==> config.mk <==
export PLATFORM = sky130hd
export DESIGN_NAME = disk_image_chs_geometry_flat
export DESIGN_NICKNAME = d
export VERILOG_FILES = /design/src/rtl/dchs_pkg.sv /design/src/rtl/dchs_if.sv /design/src/rtl/dchs_search.sv /design/src/rtl/dchs_div_cell.sv /design/src/rtl/disk_image_chs_geometry.sv /design/src/flat_wrapper.sv
export SDC_FILE = /design/constraint.sdc
export NUM_CORES = 1
export LEC_CHECK = 0
export BUFFER_PORTS_ARGS = -buffer_cell sky130_fd_sc_hd__buf_2
export CAP_MARGIN = 10
export CORE_MARGIN = 2
export CORE_UTILIZATION = 40
export CTS_CLUSTER_DIAMETER = 120
export DETAILED_ROUTE_END_ITERATION = 10
export MAX_ROUTING_LAYER = met4
export PLACE_DENSITY_LB_ADDON = 0.2
export SLEW_MARGIN = 25
export SYNTH_ARGS = -nofsm -noshare
export SYNTH_HDL_FRONTEND = slang
export SYNTH_SLANG_ARGS = --single-unit
==> constraint.sdc <==
create_clock -name clk_i -period 5.4 [get_ports clk_i]
set_clock_uncertainty 0.2 [all_clocks]
set_input_delay 0 -clock clk_i [delete_from_list [all_inputs] [get_ports clk_i]]
set_output_delay 0 -clock clk_i [all_outputs]
set_load 0.01 [all_outputs]
==> src/rtl/dchs_pkg.sv <==
// Shared types, constants and tables for the disk image CHS geometry block.
package dchs_pkg;

  // Field widths
  localparam int unsigned BytesW = 32;
  localparam int unsigned TotalW = 23;  // image_bytes / 512
  localparam int unsigned ProdW  = 12;  // heads * sectors_per_track, at most 4080
  localparam int unsigned QuotW  = 16;  // cylinder count
  localparam int unsigned HeadW  = 5;
  localparam int unsigned SptW   = 8;
  localparam int unsigned SelW   = 2;
  localparam int unsigned CmpW   = ProdW + 16;

  // Sector size shift, head range and size threshold for the small limit
  localparam int unsigned        SectorShift = 9;
  localparam logic [HeadW-1:0]   HeadFirst   = 5'd4;
  localparam logic [HeadW-1:0]   HeadLast    = 5'd16;
  localparam logic [BytesW-1:0]  SmallImage  = 32'd536870912;
  localparam logic [SelW-1:0]    SelLast     = 2'd2;

  // Cylinder limit plus one is a power of two: 1024 or 65536
  localparam int unsigned SmallCylShift = 10;
  localparam int unsigned LargeCylShift = 16;

  // Sectors per track choices, tried in order
  function automatic logic [SptW-1:0] spt_of(input logic [SelW-1:0] sel);
    logic [SptW-1:0] spt;
    case (sel)
      2'd0:    spt = 8'd63;
      2'd1:    spt = 8'd127;
      2'd2:    spt = 8'd255;
      default: spt = 8'd255;
    endcase
    return spt;
  endfunction

  // Item travelling down the divider row
  typedef struct packed {
    logic              present;
    logic [ProdW-1:0]  rem;      // partial remainder
    logic [QuotW-1:0]  dvd;      // dividend bits left, quotient bits shifted in
    logic [ProdW-1:0]  divisor;
    logic [HeadW-1:0]  heads;
    logic [SptW-1:0]   spt;
  } div_item_t;

  typedef struct packed {
    logic      valid;
    div_item_t data;
  } div_slot_t;

endpackage

==> src/rtl/dchs_if.sv <==
// Valid/ready channel interfaces for the geometry block input and result items.
interface dchs_in_if;
  logic        valid;
  logic        ready;
  logic [31:0] image_bytes;

  modport source (output valid, output image_bytes, input ready);
  modport sink   (input valid, input image_bytes, output ready);
endinterface

interface dchs_out_if;
  logic        valid;
  logic        ready;
  logic        present;
  logic [15:0] cylinders;
  logic [4:0]  heads;
  logic [7:0]  sectors_per_track;

  modport source (output valid, output present, output cylinders, output heads,
                  output sectors_per_track, input ready);
  modport sink   (input valid, input present, input cylinders, input heads,
                  input sectors_per_track, output ready);
endinterface

==> src/rtl/dchs_search.sv <==
// Candidate search: walks sectors/heads pairs one per cycle, then launches the divide.
module dchs_search (
  input  logic                          clk_i,
  input  logic                          rst_ni,
  input  logic                          start_i,
  input  logic [dchs_pkg::BytesW-1:0]   image_bytes_i,
  input  logic                          out_free_i,
  output dchs_pkg::div_slot_t           launch_o
);

  typedef enum logic [1:0] {
    StIdle,
    StSearch,
    StLaunch
  } state_e;

  state_e                         state_q;
  logic [dchs_pkg::TotalW-1:0]    total_q;
  logic                           large_q;
  logic                           present_q;
  logic [dchs_pkg::SelW-1:0]      sel_q;
  logic [dchs_pkg::HeadW-1:0]     head_q;
  logic [dchs_pkg::ProdW-1:0]     prod_q;

  logic [dchs_pkg::CmpW-1:0]      total_ext;
  logic [dchs_pkg::CmpW-1:0]      bound;
  logic                           fits;
  logic                           last_cand;
  logic [dchs_pkg::SptW-1:0]      spt_cur;
  logic [dchs_pkg::SptW-1:0]      spt_next;
  logic [dchs_pkg::SelW-1:0]      sel_next;

  // Fit test: cylinders <= limit  <=>  total < prod * (limit + 1)
  assign total_ext = dchs_pkg::CmpW'(total_q);
  assign bound     = large_q ? (dchs_pkg::CmpW'(prod_q) << dchs_pkg::LargeCylShift)
                             : (dchs_pkg::CmpW'(prod_q) << dchs_pkg::SmallCylShift);
  assign fits      = total_ext < bound;
  assign last_cand = (sel_q == dchs_pkg::SelLast) && (head_q == dchs_pkg::HeadLast);
  assign spt_cur   = dchs_pkg::spt_of(sel_q);
  assign sel_next  = sel_q + 2'd1;
  assign spt_next  = dchs_pkg::spt_of(sel_next);

  // Sequencer
  always_ff @(posedge clk_i or negedge rst_ni) begin
    if (!rst_ni) begin
      state_q <= StIdle;
    end else begin
      case (state_q)
        StIdle: begin
          if (start_i) begin
            state_q <= StSearch;
          end
        end
        StSearch: begin
          if (fits || last_cand) begin
            state_q <= StLaunch;
          end
        end
        StLaunch: begin
          if (out_free_i) begin
            state_q <= StIdle;
          end
        end
        default: state_q <= StIdle;
      endcase
    end
  end

  // Candidate registers
  always_ff @(posedge clk_i) begin
    if (state_q == StIdle && start_i) begin
      total_q   <= image_bytes_i[dchs_pkg::BytesW-1:dchs_pkg::SectorShift];
      large_q   <= image_bytes_i > dchs_pkg::SmallImage;
      present_q <= |image_bytes_i;
      sel_q     <= '0;
      head_q    <= dchs_pkg::HeadFirst;
      prod_q    <= dchs_pkg::ProdW'({dchs_pkg::spt_of('0), 2'b00});
    end else if (state_q == StSearch && !fits && !last_cand) begin
      if (head_q == dchs_pkg::HeadLast) begin
        sel_q  <= sel_next;
        head_q <= dchs_pkg::HeadFirst;
        prod_q <= dchs_pkg::ProdW'({spt_next, 2'b00});
      end else begin
        head_q <= head_q + 5'd1;
        prod_q <= prod_q + dchs_pkg::ProdW'(spt_cur);
      end
    end
  end

  // Seed the divider: high dividend bits already below the divisor
  always_comb begin
    launch_o.valid        = (state_q == StLaunch) && out_free_i;
    launch_o.data.present = present_q;
    launch_o.data.rem     = dchs_pkg::ProdW'(total_q[dchs_pkg::TotalW-1:dchs_pkg::QuotW]);
    launch_o.data.dvd     = total_q[dchs_pkg::QuotW-1:0];
    launch_o.data.divisor = prod_q;
    launch_o.data.heads   = head_q;
    launch_o.data.spt     = spt_cur;
  end

endmodule

==> src/rtl/dchs_div_cell.sv <==
// One restoring-division cell: decides one quotient bit and hands the item on.
module dchs_div_cell (
  input  logic                 clk_i,
  input  logic                 rst_ni,
  input  dchs_pkg::div_slot_t  slot_i,
  output dchs_pkg::div_slot_t  slot_o
);

  logic                         valid_q;
  dchs_pkg::div_item_t          data_q;
  dchs_pkg::div_item_t          data_d;
  logic [dchs_pkg::ProdW:0]     trial;
  logic                         qbit;

  // Shift in the next dividend bit and try the subtract
  always_comb begin
    trial  = {slot_i.data.rem, slot_i.data.dvd[dchs_pkg::QuotW-1]};
    qbit   = trial >= {1'b0, slot_i.data.divisor};
    data_d = slot_i.data;
    if (qbit) begin
      data_d.rem = dchs_pkg::ProdW'(trial - {1'b0, slot_i.data.divisor});
    end else begin
      data_d.rem = trial[dchs_pkg::ProdW-1:0];
    end
    data_d.dvd = {slot_i.data.dvd[dchs_pkg::QuotW-2:0], qbit};
  end

  always_ff @(posedge clk_i or negedge rst_ni) begin
    if (!rst_ni) begin
      valid_q <= 1'b0;
    end else begin
      valid_q <= slot_i.valid;
    end
  end

  always_ff @(posedge clk_i) begin
    if (slot_i.valid) begin
      data_q <= data_d;
    end
  end

  assign slot_o.valid = valid_q;
  assign slot_o.data  = data_q;

endmodule

==> src/rtl/disk_image_chs_geometry.sv <==
// The search tests one sectors/heads pair a cycle, trying 1 to 39 candidates, then a row
// of 16 divide cells yields one cylinder bit each. One item in flight: the next item is
// taken in the cycle its predecessor's result is first offered, and a result still held
// in the output register stalls the next launch into the divide row.
// Reset (asynchronous, active low) empties the search, the divide row and the output.
module disk_image_chs_geometry (
  input  logic              clk_i,
  input  logic              rst_ni,
  dchs_in_if.sink           in_i,
  dchs_out_if.source        out_o
);

  localparam int unsigned Cells = dchs_pkg::QuotW;

  dchs_pkg::div_slot_t  chain [Cells+1];
  logic                 inflight_q;
  logic                 out_valid_q;
  logic                 present_q;
  logic [15:0]          cyl_q;
  logic [4:0]           heads_q;
  logic [7:0]           spt_q;
  logic                 accept;
  logic                 done;

  assign accept      = in_i.valid && in_i.ready;
  assign done        = chain[Cells].valid;
  assign in_i.ready  = !inflight_q;

  // Search sequencer
  dchs_search u_search (
    .clk_i         (clk_i),
    .rst_ni        (rst_ni),
    .start_i       (accept),
    .image_bytes_i (in_i.image_bytes),
    .out_free_i    (!out_valid_q),
    .launch_o      (chain[0])
  );

  // Row of divide cells
  for (genvar g = 0; g < Cells; g++) begin : g_cell
    dchs_div_cell u_cell (
      .clk_i  (clk_i),
      .rst_ni (rst_ni),
      .slot_i (chain[g]),
      .slot_o (chain[g+1])
    );
  end

  // Item in flight from accept until its result is registered
  always_ff @(posedge clk_i or negedge rst_ni) begin
    if (!rst_ni) begin
      inflight_q  <= 1'b0;
      out_valid_q <= 1'b0;
    end else begin
      if (accept) begin
        inflight_q <= 1'b1;
      end else if (done) begin
        inflight_q <= 1'b0;
      end
      if (done) begin
        out_valid_q <= 1'b1;
      end else if (out_o.ready) begin
        out_valid_q <= 1'b0;
      end
    end
  end

  // Output register; a zero size gives all-zero fields
  always_ff @(posedge clk_i) begin
    if (done) begin
      present_q <= chain[Cells].data.present;
      cyl_q     <= chain[Cells].data.present ? chain[Cells].data.dvd : '0;
      heads_q   <= chain[Cells].data.present ? chain[Cells].data.heads : '0;
      spt_q     <= chain[Cells].data.present ? chain[Cells].data.spt : '0;
    end
  end

  assign out_o.valid             = out_valid_q;
  assign out_o.present           = present_q;
  assign out_o.cylinders         = cyl_q;
  assign out_o.heads             = heads_q;
  assign out_o.sectors_per_track = spt_q;

endmodule

==> src/flat_wrapper.sv <==
// flat-port wrapper written by rule: the top's interface ports become plain ports
module disk_image_chs_geometry_flat 
  (clk_i, rst_ni, in_i_valid, in_i_image_bytes, in_i_ready, out_o_valid, out_o_present, out_o_cylinders, out_o_heads, out_o_sectors_per_track, out_o_ready);
  dchs_in_if in_i_i ();
  dchs_out_if out_o_i ();
  input  logic clk_i;
  input  logic rst_ni;
  input wire logic [$bits(in_i_i.valid)-1:0] in_i_valid;
  input wire logic [$bits(in_i_i.image_bytes)-1:0] in_i_image_bytes;
  output wire logic [$bits(in_i_i.ready)-1:0] in_i_ready;
  output wire logic [$bits(out_o_i.valid)-1:0] out_o_valid;
  output wire logic [$bits(out_o_i.present)-1:0] out_o_present;
  output wire logic [$bits(out_o_i.cylinders)-1:0] out_o_cylinders;
  output wire logic [$bits(out_o_i.heads)-1:0] out_o_heads;
  output wire logic [$bits(out_o_i.sectors_per_track)-1:0] out_o_sectors_per_track;
  input wire logic [$bits(out_o_i.ready)-1:0] out_o_ready;
  assign in_i_i.valid = in_i_valid;
  assign in_i_i.image_bytes = in_i_image_bytes;
  assign in_i_ready = in_i_i.ready;
  assign out_o_valid = out_o_i.valid;
  assign out_o_present = out_o_i.present;
  assign out_o_cylinders = out_o_i.cylinders;
  assign out_o_heads = out_o_i.heads;
  assign out_o_sectors_per_track = out_o_i.sectors_per_track;
  assign out_o_i.ready = out_o_ready;
  disk_image_chs_geometry u_core (.clk_i(clk_i), .rst_ni(rst_ni), .in_i(in_i_i), .out_o(out_o_i));
endmodule
**Word-level counts from Yosys, hierarchy flattened**

Index checks and enable logic that the tools add are counted.

- Bits of input ports: 36
- Word-level logic and storage cells: 216
- Register bits after elaboration: 934
- Output and inout port bits: 32

- Equality and inequality tests: 9
- $lt $le $gt $ge: 18
- $add $sub $neg: 18
- Reduce and logical (&&, ||, !) cells: 19
- Mux-type cells: 28

Operators with widths:

| operator | number |
|---|---|
| $ge 13x12->1 | 15 |
| $mux 12 | 15 |
| $sub 12x12->12 | 14 |
| $gt 32x30->1 const B | 1 |
| $pmux 8 s2 | 2 |
| $reduce_or 32->1 | 1 |
| $lt 23x28->1 | 1 |
| $mux 28 | 1 |
| $add 12x8->12 | 1 |
| $ge 8x12->1 | 1 |
| $sub 8x12->12 | 1 |
| $mux 8 | 1 |
| $eq 2x1->1 const B | 3 |
| $logic_and 1x1->1 | 6 |
| $logic_not 2->1 | 3 |
| $mux 2 | 3 |
| $ne 2x2->1 const B | 3 |
| $pmux 2 s3 | 1 |
| $add 5x1->5 const B | 1 |
| $eq 5x5->1 const B | 1 |
| $mux 5 | 1 |
| $eq 2x2->1 const B | 2 |
| $logic_not 1->1 | 4 |
| $mux 1 | 4 |
| other kinds (5) | 6 |

**Logic depth before layout (Yosys ltp)**

Gate-level depths: netlist (run 1).

- Depth in word-level cells: 6
- Gate-level depth with buffers: 10
- Gate-level depth less buffers: 10

**Cells and area by module**

From an unflattened synthesis (run 1), not the netlist that was laid out.

- Cell total of the unflattened synthesis: 2,931
- Area, all modules: 43,844.6 µm²

By module, submodules not included:

| module | area each (µm²) | times used | sequential area each (µm²) | cells each |
|---|---|---|---|---|
| dchs_div_cell | 2,509.9 | 16 | 1,646.6 | 164 |
| dchs_search | 2,464.9 | 1 | 1,181.1 | 238 |
| disk_image_chs_geometry | 1,221.2 | 1 | 950.9 | 69 |

**Worst setup path before layout (run 1)**

No wires, ideal clock.

- Kind: register to register
- Start point: reg u_core.out_valid_q (netlist: u_core.out_o.valid)
- End point: reg u_core.g_cell[0].u_cell.data_q (netlist bit u_core.g_cell[0].u_cell.slot_o[10]), enable pin
- Path buffers: 0
- Clock period less this slack: 4,751 ps
- Stages on the path, launching flop included: 2
- Setup time: 525 ps
- Arrival time: 4,026 ps
- Path slack: 649 ps
- Data required time: 4,675 ps
- Cell sequence: dfrtp_1 -> nor3b_1

RTL lines:

| what | line | source |
|---|---|---|
| start: declaration | disk_image_chs_geometry.sv:17 | `logic out_valid_q;` |
| start signal: assignment | disk_image_chs_geometry.sv:53 | `out_valid_q <= 1'b0;` |
| start signal: assignment | disk_image_chs_geometry.sv:61 | `out_valid_q <= 1'b1;` |
| start signal: assignment | disk_image_chs_geometry.sv:63 | `out_valid_q <= 1'b0;` |
| end signal: assignment | dchs_div_cell.sv:38 | `data_q <= data_d;` |
| end: declaration | dchs_div_cell.sv:10 | `dchs_pkg::div_item_t data_q;` |

**Final worst setup path (run 1)**

- Start point: reg u_core.u_search.large_q
- End point: reg u_core.u_search.prod_q[7] (netlist name)

- Word-level cells in the longest chain between the ends: 5

RTL lines:

| what | line | source |
|---|---|---|
| start: declaration | dchs_search.sv:19 | `logic large_q;` |
| start signal: assignment | dchs_search.sv:73 | `large_q <= image_bytes_i > dchs_pkg::SmallImage;` |
| $mux 28 | dchs_search.sv:35 | `assign bound = large_q ? (dchs_pkg::CmpW'(prod_q) << dchs_pkg::LargeCylShift)` |
| $lt 23x28->1 | dchs_search.sv:37 | `assign fits = total_ext < bound;` |
| $logic_not 1->1 | dchs_search.sv:78 | `end else if (state_q == StSearch && !fits && !last_cand) begin` |
| $logic_and 1x1->1 (2 in a row) | dchs_search.sv:78 |  |
| end signal: assignment | dchs_search.sv:77 | `prod_q <= dchs_pkg::ProdW'({dchs_pkg::spt_of('0), 2'b00});` |
| end signal: assignment | dchs_search.sv:82 | `prod_q <= dchs_pkg::ProdW'({spt_next, 2'b00});` |
| end signal: assignment | dchs_search.sv:85 | `prod_q <= prod_q + dchs_pkg::ProdW'(spt_cur);` |
| end: declaration | dchs_search.sv:23 | `logic [dchs_pkg::ProdW-1:0] prod_q;` |

Every way passes these cells.
A chain may end at the register's enable or synchronous reset.

==> results.cfg, run 1 <==
[global_route]
grt_antenna_before_repair = 2
grt_pass1_vias = 20700
grt_max_degree = 50
grt_overflow_total = 0
first_pass_grt_wire_length_microns = 111000
grt.total_usage_pct = 15.0

[floorplanning]
chipWidth_microns = 310
floorplan.die.height_microns = 310
area_of_the_die_sq_mm = 0.0958
boundaryPins = 68
placementRows = 112
initial_util_pct = 40.2
core_area_sq_mm = 0.0929

[synth]
synth_cell_types = 76
post_synth_and_or_nand_nor_area_fraction_pct = 6.53
post_synth_instance_area_sq_mm = 0.0373
postSynthRegisterBits = 833
synthCells = 2575
synth.area.mux_share_pct = 5.10
synth_compound_area_share_pct = 8.58
main_combinational_cell_family_by_area_after_synthesis = compound AO/OA/AOI/OAI gates
synth_area_per_cell_sq_um = 14.5
number_of_synthesis_warnings = 0
postSynthNetCount = 2835
dominantRegCellSynth = edfxtp_1
fraction_of_registers_with_async_set_or_reset_after_synthesis_pct = 2.40
synth_enable_flop_cells = 794
synth_seq_area_share_pct = 66.2
yosys.area_share.xor_xnor_pct = 2.67
synth-adder-area-share_pct = 7.81

[timing]
final-setup-viol-count = 0
finalCriticalPeriod_ns = 3.48
grt_setup_unrepaired = no
hold_viol_final = 0
timing.fmax_mhz = 288
normalized_max_slew_margin_pct = 35.7
post-route-period-util_pct = 64.4
final-max-slew-violation-count = 0
worst_case_hold_slack_ns = 0.132
fin_setup_tns_ns = 0
tightest_slew_ns = 0.965

[hold_path]
hold_path_class = input port to register
whs_endpoint = u_core.u_search.present_q$_DFFE_PP_
hold_path_startpoint = in_i_image_bytes[5]
hold_depth = 5

[placed_design]
dp_hpwl_microns = 48900
weighted_congestion_reported_at_the_end_of_routability_driven_placement = 0.884
place.port_buffers = 67

[clock_tree]
tritoncts_clock_tree = done
h_tree_levels = 3
cts_inserted_buffers = 89
cts-resized-gates = 0
clockBufferDepth = 3
clock_root_buffer_master = clkbuf_16
numClockSinks = 833
clk-insertion-delay-late_ns = 0.66
clk_transition_reported_paths_ns = 0.06

[critical_path]
regToRegSetupSlack_ns = 1.92
timing.critical_path.cells = mux2i_1, ha_1, a21oi_1, o21a_1, a2bb2oi_1, o31a_1, nor2_1, o31a_1
endpoint_kind = register
timing.setup.critical_path_class = register to register
crit_top_cell = o31a_1
worst_ep_required_time_ns = 5.74
critical-path-max-stage-delay_ns = 0.78
critical_path.reg2reg.endpoint = u_core.u_search.prod_q[7]$_SDFFE_PP1P_
worstPathArrival_ns = 3.81
crit_family = compound AO/OA/AOI/OAI gates
worst-path-max-fanout = 18
worst-path-buf-inv = 0
critical-path-slowest-cell = edfxtp_1
reg2reg_depth = 8
cp-start-kind = register
worstReg2RegStart = u_core.u_search.large_q$_DFFE_PP_

[power_and_ir_drop]
cellInternalPower_mw = 12.6
final_power_mw = 16.8
power.sequential.fraction_pct = 48.7
power_density_mw_per_mm2 = 392
leakage_nw = 15.9
switchingPower_mw = 4.18
share_clk_of_total_power_pct = 36.7
max-vdd-ir-drop_uv = 248
power.switching_fraction_pct = 24.9
gate_power_share_pct = 14.6

[run_status]
outcome = finished, final reports clean

[cells_and_area]
final_layout_size_suffix_gt1_share_pct = 13.2
layout_common_cells = 794 x edfxtp_1, 237 x inv_1, 209 x ha_1
antennaDiodeCount = 0
finish.net_count = 3017
layout_commonest_cell = edfxtp_1
area_delta_synth_final_pct = 14.5

[detailed_routing]
wirelength_microns = 68400
detail_route.iter0.violations = 1100
drt-pass1-iter-count = 5
vias = 20500
viasPerCell = 5.03
drt.antenna.violating_nets = 0
drc_violation_count_after_routing = 0
post_drt_wl_per_cell_microns = 16.7

[flow_run]
max-cap-violations = 0
[state kept, by name, summed over array words and instances, names as in the netlist]
| name | count |
|---|---|
| u_core.u_search.large_q | 1 |
| u_core.out_o.heads | 5 |
| u_core.u_search.sel_q | 2 |
| u_core.out_o.cylinders | 16 |
| u_core.out_o.sectors_per_track | 3 |
| u_core.g_cell.u_cell.slot_o | 744 |
| u_core.u_search.present_q | 1 |
| u_core.u_search.state_q | 2 |
| u_core.out_o.present | 1 |
| u_core.out_o.valid | 1 |
| u_core.u_search.total_q | 23 |
| u_core.u_search.head_q | 5 |
| u_core.g_cell.u_cell.valid_q | 16 |
| u_core.u_search.prod_q | 12 |
| u_core.inflight_q | 1 |
[metrics by stage]
step	cell area [sq um]	cells	util [%]	worst slack [ns]
CTS	42700	4085	46.0	1.71
global placement	39100	3862	42.1	1.85
detailed placement	39200	3862	42.1	1.75
floorplan	37300	2575	-	0.649
finish	42800	4085	46.0	1.92
global route	42800	4085	46.0	1.74
[Yosys cell counts, drive strengths merged, types with 29 or more instances]
cell type | count | share of area [%]
a211oi | 29 | 0.58
a21oi | 123 | 1.6
edfxtp | 794 | 64
ha | 209 | 7.0
inv | 240 | 2.4
mux2 | 131 | 4.0
mux2i | 43 | 1.2
nand2 | 97 | 0.98
nand2b | 40 | 0.67
nor2 | 111 | 1.1
nor2b | 31 | 0.52
nor3 | 44 | 0.64
o21a | 37 | 0.74
o21ai | 97 | 1.3
xnor2 | 67 | 1.6
xor2 | 47 | 1.1
[power by group through the flow]
stage	Combinational [mW]	Sequential, mW	Clock [mW]
3_5_place_dp	2.40	8.31	0
5_1_grt	2.75	8.22	6.61
4_1_cts	2.45	8.17	6.37
2_1_floorplan	1.82	8.20	0
6_report	2.45	8.16	6.15
3_3_place_gp	2.34	8.30	0
[cell families after synthesis]
kind of cell | after synthesis
AO/OA/AOI/OAI | 465
XOR/XNOR | 114
adder cells (fa/ha/maj) | 224
buffers and inverters | 290
flip-flops | 833
multiplexers | 174
AND/OR/NAND/NOR | 475
[worst min-delay path, stage by stage]
cell           delay [ns]
buf_2                0.08
nor4_1               0.03
nand4_1              0.06
dlygate4sd3_1        0.57
or3_1                0.12
[per-layer routing]
metal	global-route usage (%)	up-vias	share of wire, %
met4	5.35	0	2.8
met5	-	-	0
met1	19.2	9906	45
met2	24.3	408	48
met3	2.47	135	4.1
li1	-	10100	-
[worst max-delay path by stage]
stage	start	to	slack (ns)	cells past startpoint
finish	u_core.u_search.large_q$_DFFE_PP_	u_core.u_search.prod_q[7]$_SDFFE_PP1P_	1.92	8
global route	u_core.g_cell[7].u_cell.slot_o[14]$_DFFE_PP_	u_core.g_cell[8].u_cell.slot_o[43]$_DFFE_PP_	1.74	8
CTS	u_core.g_cell[7].u_cell.slot_o[14]$_DFFE_PP_	u_core.g_cell[8].u_cell.slot_o[43]$_DFFE_PP_	1.71	8
detailed placement	u_core.g_cell[7].u_cell.slot_o[14]$_DFFE_PP_	u_core.g_cell[8].u_cell.slot_o[51]$_DFFE_PP_	1.75	8
global placement	u_core.g_cell[7].u_cell.slot_o[14]$_DFFE_PP_	u_core.g_cell[8].u_cell.slot_o[43]$_DFFE_PP_	1.85	8
floorplan	u_core.out_o.valid$_DFFE_PN0P_	u_core.g_cell[0].u_cell.slot_o[10]$_DFFE_PP_	0.65	1
[what timing repair did]
item / 4_1_cts / 5_1_grt
hold buffers: 58 / 0
buffers inserted: 0 / 0
hold endpoints to repair: 54 / 0
[area by class of cell]
type	instances	area [sq um]
clock inverters	44	552
inverters	240	901
clock buffers	121	2420
flip-flops and latches	833	24800
multi-input cells	1452	11500
fillers	8111	50100
repair buffers	141	1050
well taps	1254	1570
No activity file was read; power rests on OpenSTA's default activity.
==> inputs of run 2 (changes only) <==
==> constraint.sdc (replaced) <==
create_clock -name clk_i -period 2.9 [get_ports clk_i]
set_clock_uncertainty 0.2 [all_clocks]
set_input_delay 0 -clock clk_i [delete_from_list [all_inputs] [get_ports clk_i]]
set_output_delay 0 -clock clk_i [all_outputs]
set_load 0.01 [all_outputs]
==> results.cfg, run 2 (synthesis gave the netlist of run 1 again) <==
[timing]
grt_setup_unrepaired = yes
tightest_slew_ns = 0.741
finalCriticalPeriod_ns = 2.87
fin_setup_tns_ns = 0
timing.fmax_mhz = 349
post-route-period-util_pct = 98.8
hold_viol_final = 0
final.setup.worst_slack_ns = 0.0342
final-max-slew-violation-count = 0
normalized_max_slew_margin_pct = 50.6
final-setup-viol-count = 0

[detailed_routing]
viasPerCell = 5.02
post_drt_wl_per_cell_microns = 17.5
wirelength_microns = 73900
drt.antenna.violating_nets = 0
drc_violation_count_after_routing = 0
drt-pass1-iter-count = 5
detail_route.iter0.violations = 1232
vias = 21200

[power_and_ir_drop]
max-vdd-ir-drop_uv = 410
share_clk_of_total_power_pct = 36.0
power_density_mw_per_mm2 = 719
power.sequential.fraction_pct = 47.5
final_power_mw = 31.7
gate_power_share_pct = 16.6
switchingPower_mw = 8.04
leakage_nw = 16.6
power.switching_fraction_pct = 25.4
cellInternalPower_mw = 23.7

[floorplanning]
initial_util_pct = 40.2
floorplan.die.height_microns = 310
area_of_the_die_sq_mm = 0.0958
boundaryPins = 68
placementRows = 112
chipWidth_microns = 310
core_area_sq_mm = 0.0929

[cells_and_area]
fillers = 8043
layout_commonest_cell = edfxtp_1
final_layout_size_suffix_gt1_share_pct = 18.7
register_area_sq_mm = 0.0247
layout_common_cells = 794 x edfxtp_1, 235 x inv_1, 205 x ha_1
antennaDiodeCount = 0
area_delta_synth_final_pct = 18.1
post-route-util_pct = 47.5
number_of_flip_flops_in_the_largest_register = 744
multiInputGateArea_sq_mm = 0.0118
finish.net_count = 3154

[critical_path]
regToRegSetupSlack_ns = 0.03
timing.setup.critical_path_class = register to register
worstReg2RegStart = u_core.g_cell[4].u_cell.slot_o[14]$_DFFE_PP_
cp-start-kind = register
critical_path.reg2reg.endpoint = u_core.g_cell[5].u_cell.slot_o[44]$_DFFE_PP_
endpoint_kind = register
worst-path-max-fanout = 12
reg2reg_depth = 9
worstPathArrival_ns = 3.03
worst_ep_required_time_ns = 3.07

[clock_tree]
clockBufferDepth = 3
clk-insertion-delay-late_ns = 0.64
numClockSinks = 833
cts_inserted_buffers = 89
h_tree_levels = 3
clock_root_buffer_master = clkbuf_16
clk_transition_reported_paths_ns = 0.06
tritoncts_clock_tree = done

[global_route]
grt_overflow_total = 0
grt_antenna_before_repair = 2
grt_pass1_vias = 21900
first_pass_grt_wire_length_microns = 118000
grt.total_usage_pct = 16.2
grt_max_degree = 50

[placed_design]
place.port_buffers = 67
dp_slack_ns = -0.169
dp_hpwl_microns = 53400
weighted_congestion_reported_at_the_end_of_routability_driven_placement = 0.891

[flow_run]
max-cap-violations = 0

[hold_path]
whs_endpoint = u_core.u_search.present_q$_DFFE_PP_
hold_depth = 5
hold_path_class = input port to register
hold_path_startpoint = in_i_image_bytes[8]

[run_status]
outcome = finished, final reports clean
run 2: cell count changes in the layout (fill, tap and decap cells not counted), sizes merged:
cell	before	now
clkinvlp	2	7
inv	246	244
clkinv	24	27
buf	84	220
bufinv	12	9
run 2: power groups by stage:
stage	clock, mW	combinational (mW)	sequential, mW
after CTS	11.8	5.12	15.1
after detailed placement	0	5.00	15.3
final	11.4	5.26	15.0
after floorplan	0	3.39	15.3
after global placement	0	4.90	15.3
after global routing	12.3	5.87	15.1
run 2: layout make-up:
class,count,area share [%]
clock buffers,121,5.58
clock inverters,46,1.18
inverters,240,2.06
multi-input cells,1452,26.7
flip-flops and latches,833,56.1
well taps,1254,3.56
repair buffers,277,4.84
repair inverters,1,0.0170
run 2: critical path: stages, from the launching register on:
cell and delay [ns]:
edfxtp_1 0.49, inv_1 0.08, ha_1 0.30, nor2b_1 0.13, o21a_1 0.14, o21ai_0 0.13
a211o_1 0.34, a21oi_1 0.14, buf_4 0.24, mux2_2 0.41
run 2: how the worst max path moves through the flow:
stage,from,endpoint,slack (ns),cells past startpoint
6_report,u_core.g_cell[4].u_cell.slot_o[14]$_DFFE_PP_,u_core.g_cell[5].u_cell.slot_o[44]$_DFFE_PP_,0.03,9
2_1_floorplan,u_core.u_search.large_q$_DFFE_PP_,u_core.u_search.prod_q[2]$_SDFFE_PP1P_,0.04,10
3_5_place_dp,u_core.g_cell[13].u_cell.slot_o[14]$_DFFE_PP_,u_core.g_cell[14].u_cell.slot_o[44]$_DFFE_PP_,-0.17,9
5_1_grt,u_core.g_cell[11].u_cell.slot_o[14]$_DFFE_PP_,u_core.g_cell[12].u_cell.slot_o[46]$_DFFE_PP_,-0.06,10
3_3_place_gp,u_core.g_cell[13].u_cell.slot_o[14]$_DFFE_PP_,u_core.g_cell[14].u_cell.slot_o[44]$_DFFE_PP_,-0.14,9
4_1_cts,u_core.g_cell[2].u_cell.slot_o[15]$_DFFE_PP_,u_core.g_cell[3].u_cell.slot_o[46]$_DFFE_PP_,-0.05,9
run 2: per-stage QoR:
step / instances / instance area, sq um / hold slack, ns
floorplan: 2575 / 37300 / -0.496
global placement: 3981 / 40100 / -0.0828
detailed placement: 3981 / 40100 / -0.0732
CTS: 4210 / 43700 / 0.100
global route: 4224 / 44100 / 0.134
finish: 4224 / 44100 / 0.149
run 2: per-layer routing:
metal	GRT usage (%)	share of wire (%)
met2	28.1	51
met1	19.3	43
met4	5.34	2.5
met5	-	0
met3	2.64	4.0
run 2: what timing repair did:
action                                  4_1_cts  5_1_grt
gates resized for setup                       8       61
pin swaps                                     2       20
setup buffers                                 4       12
cloned                                        0        2
endpoints found under the setup margin       52      143
endpoints found under the hold margin        51        0
hold buffers                                 58        0
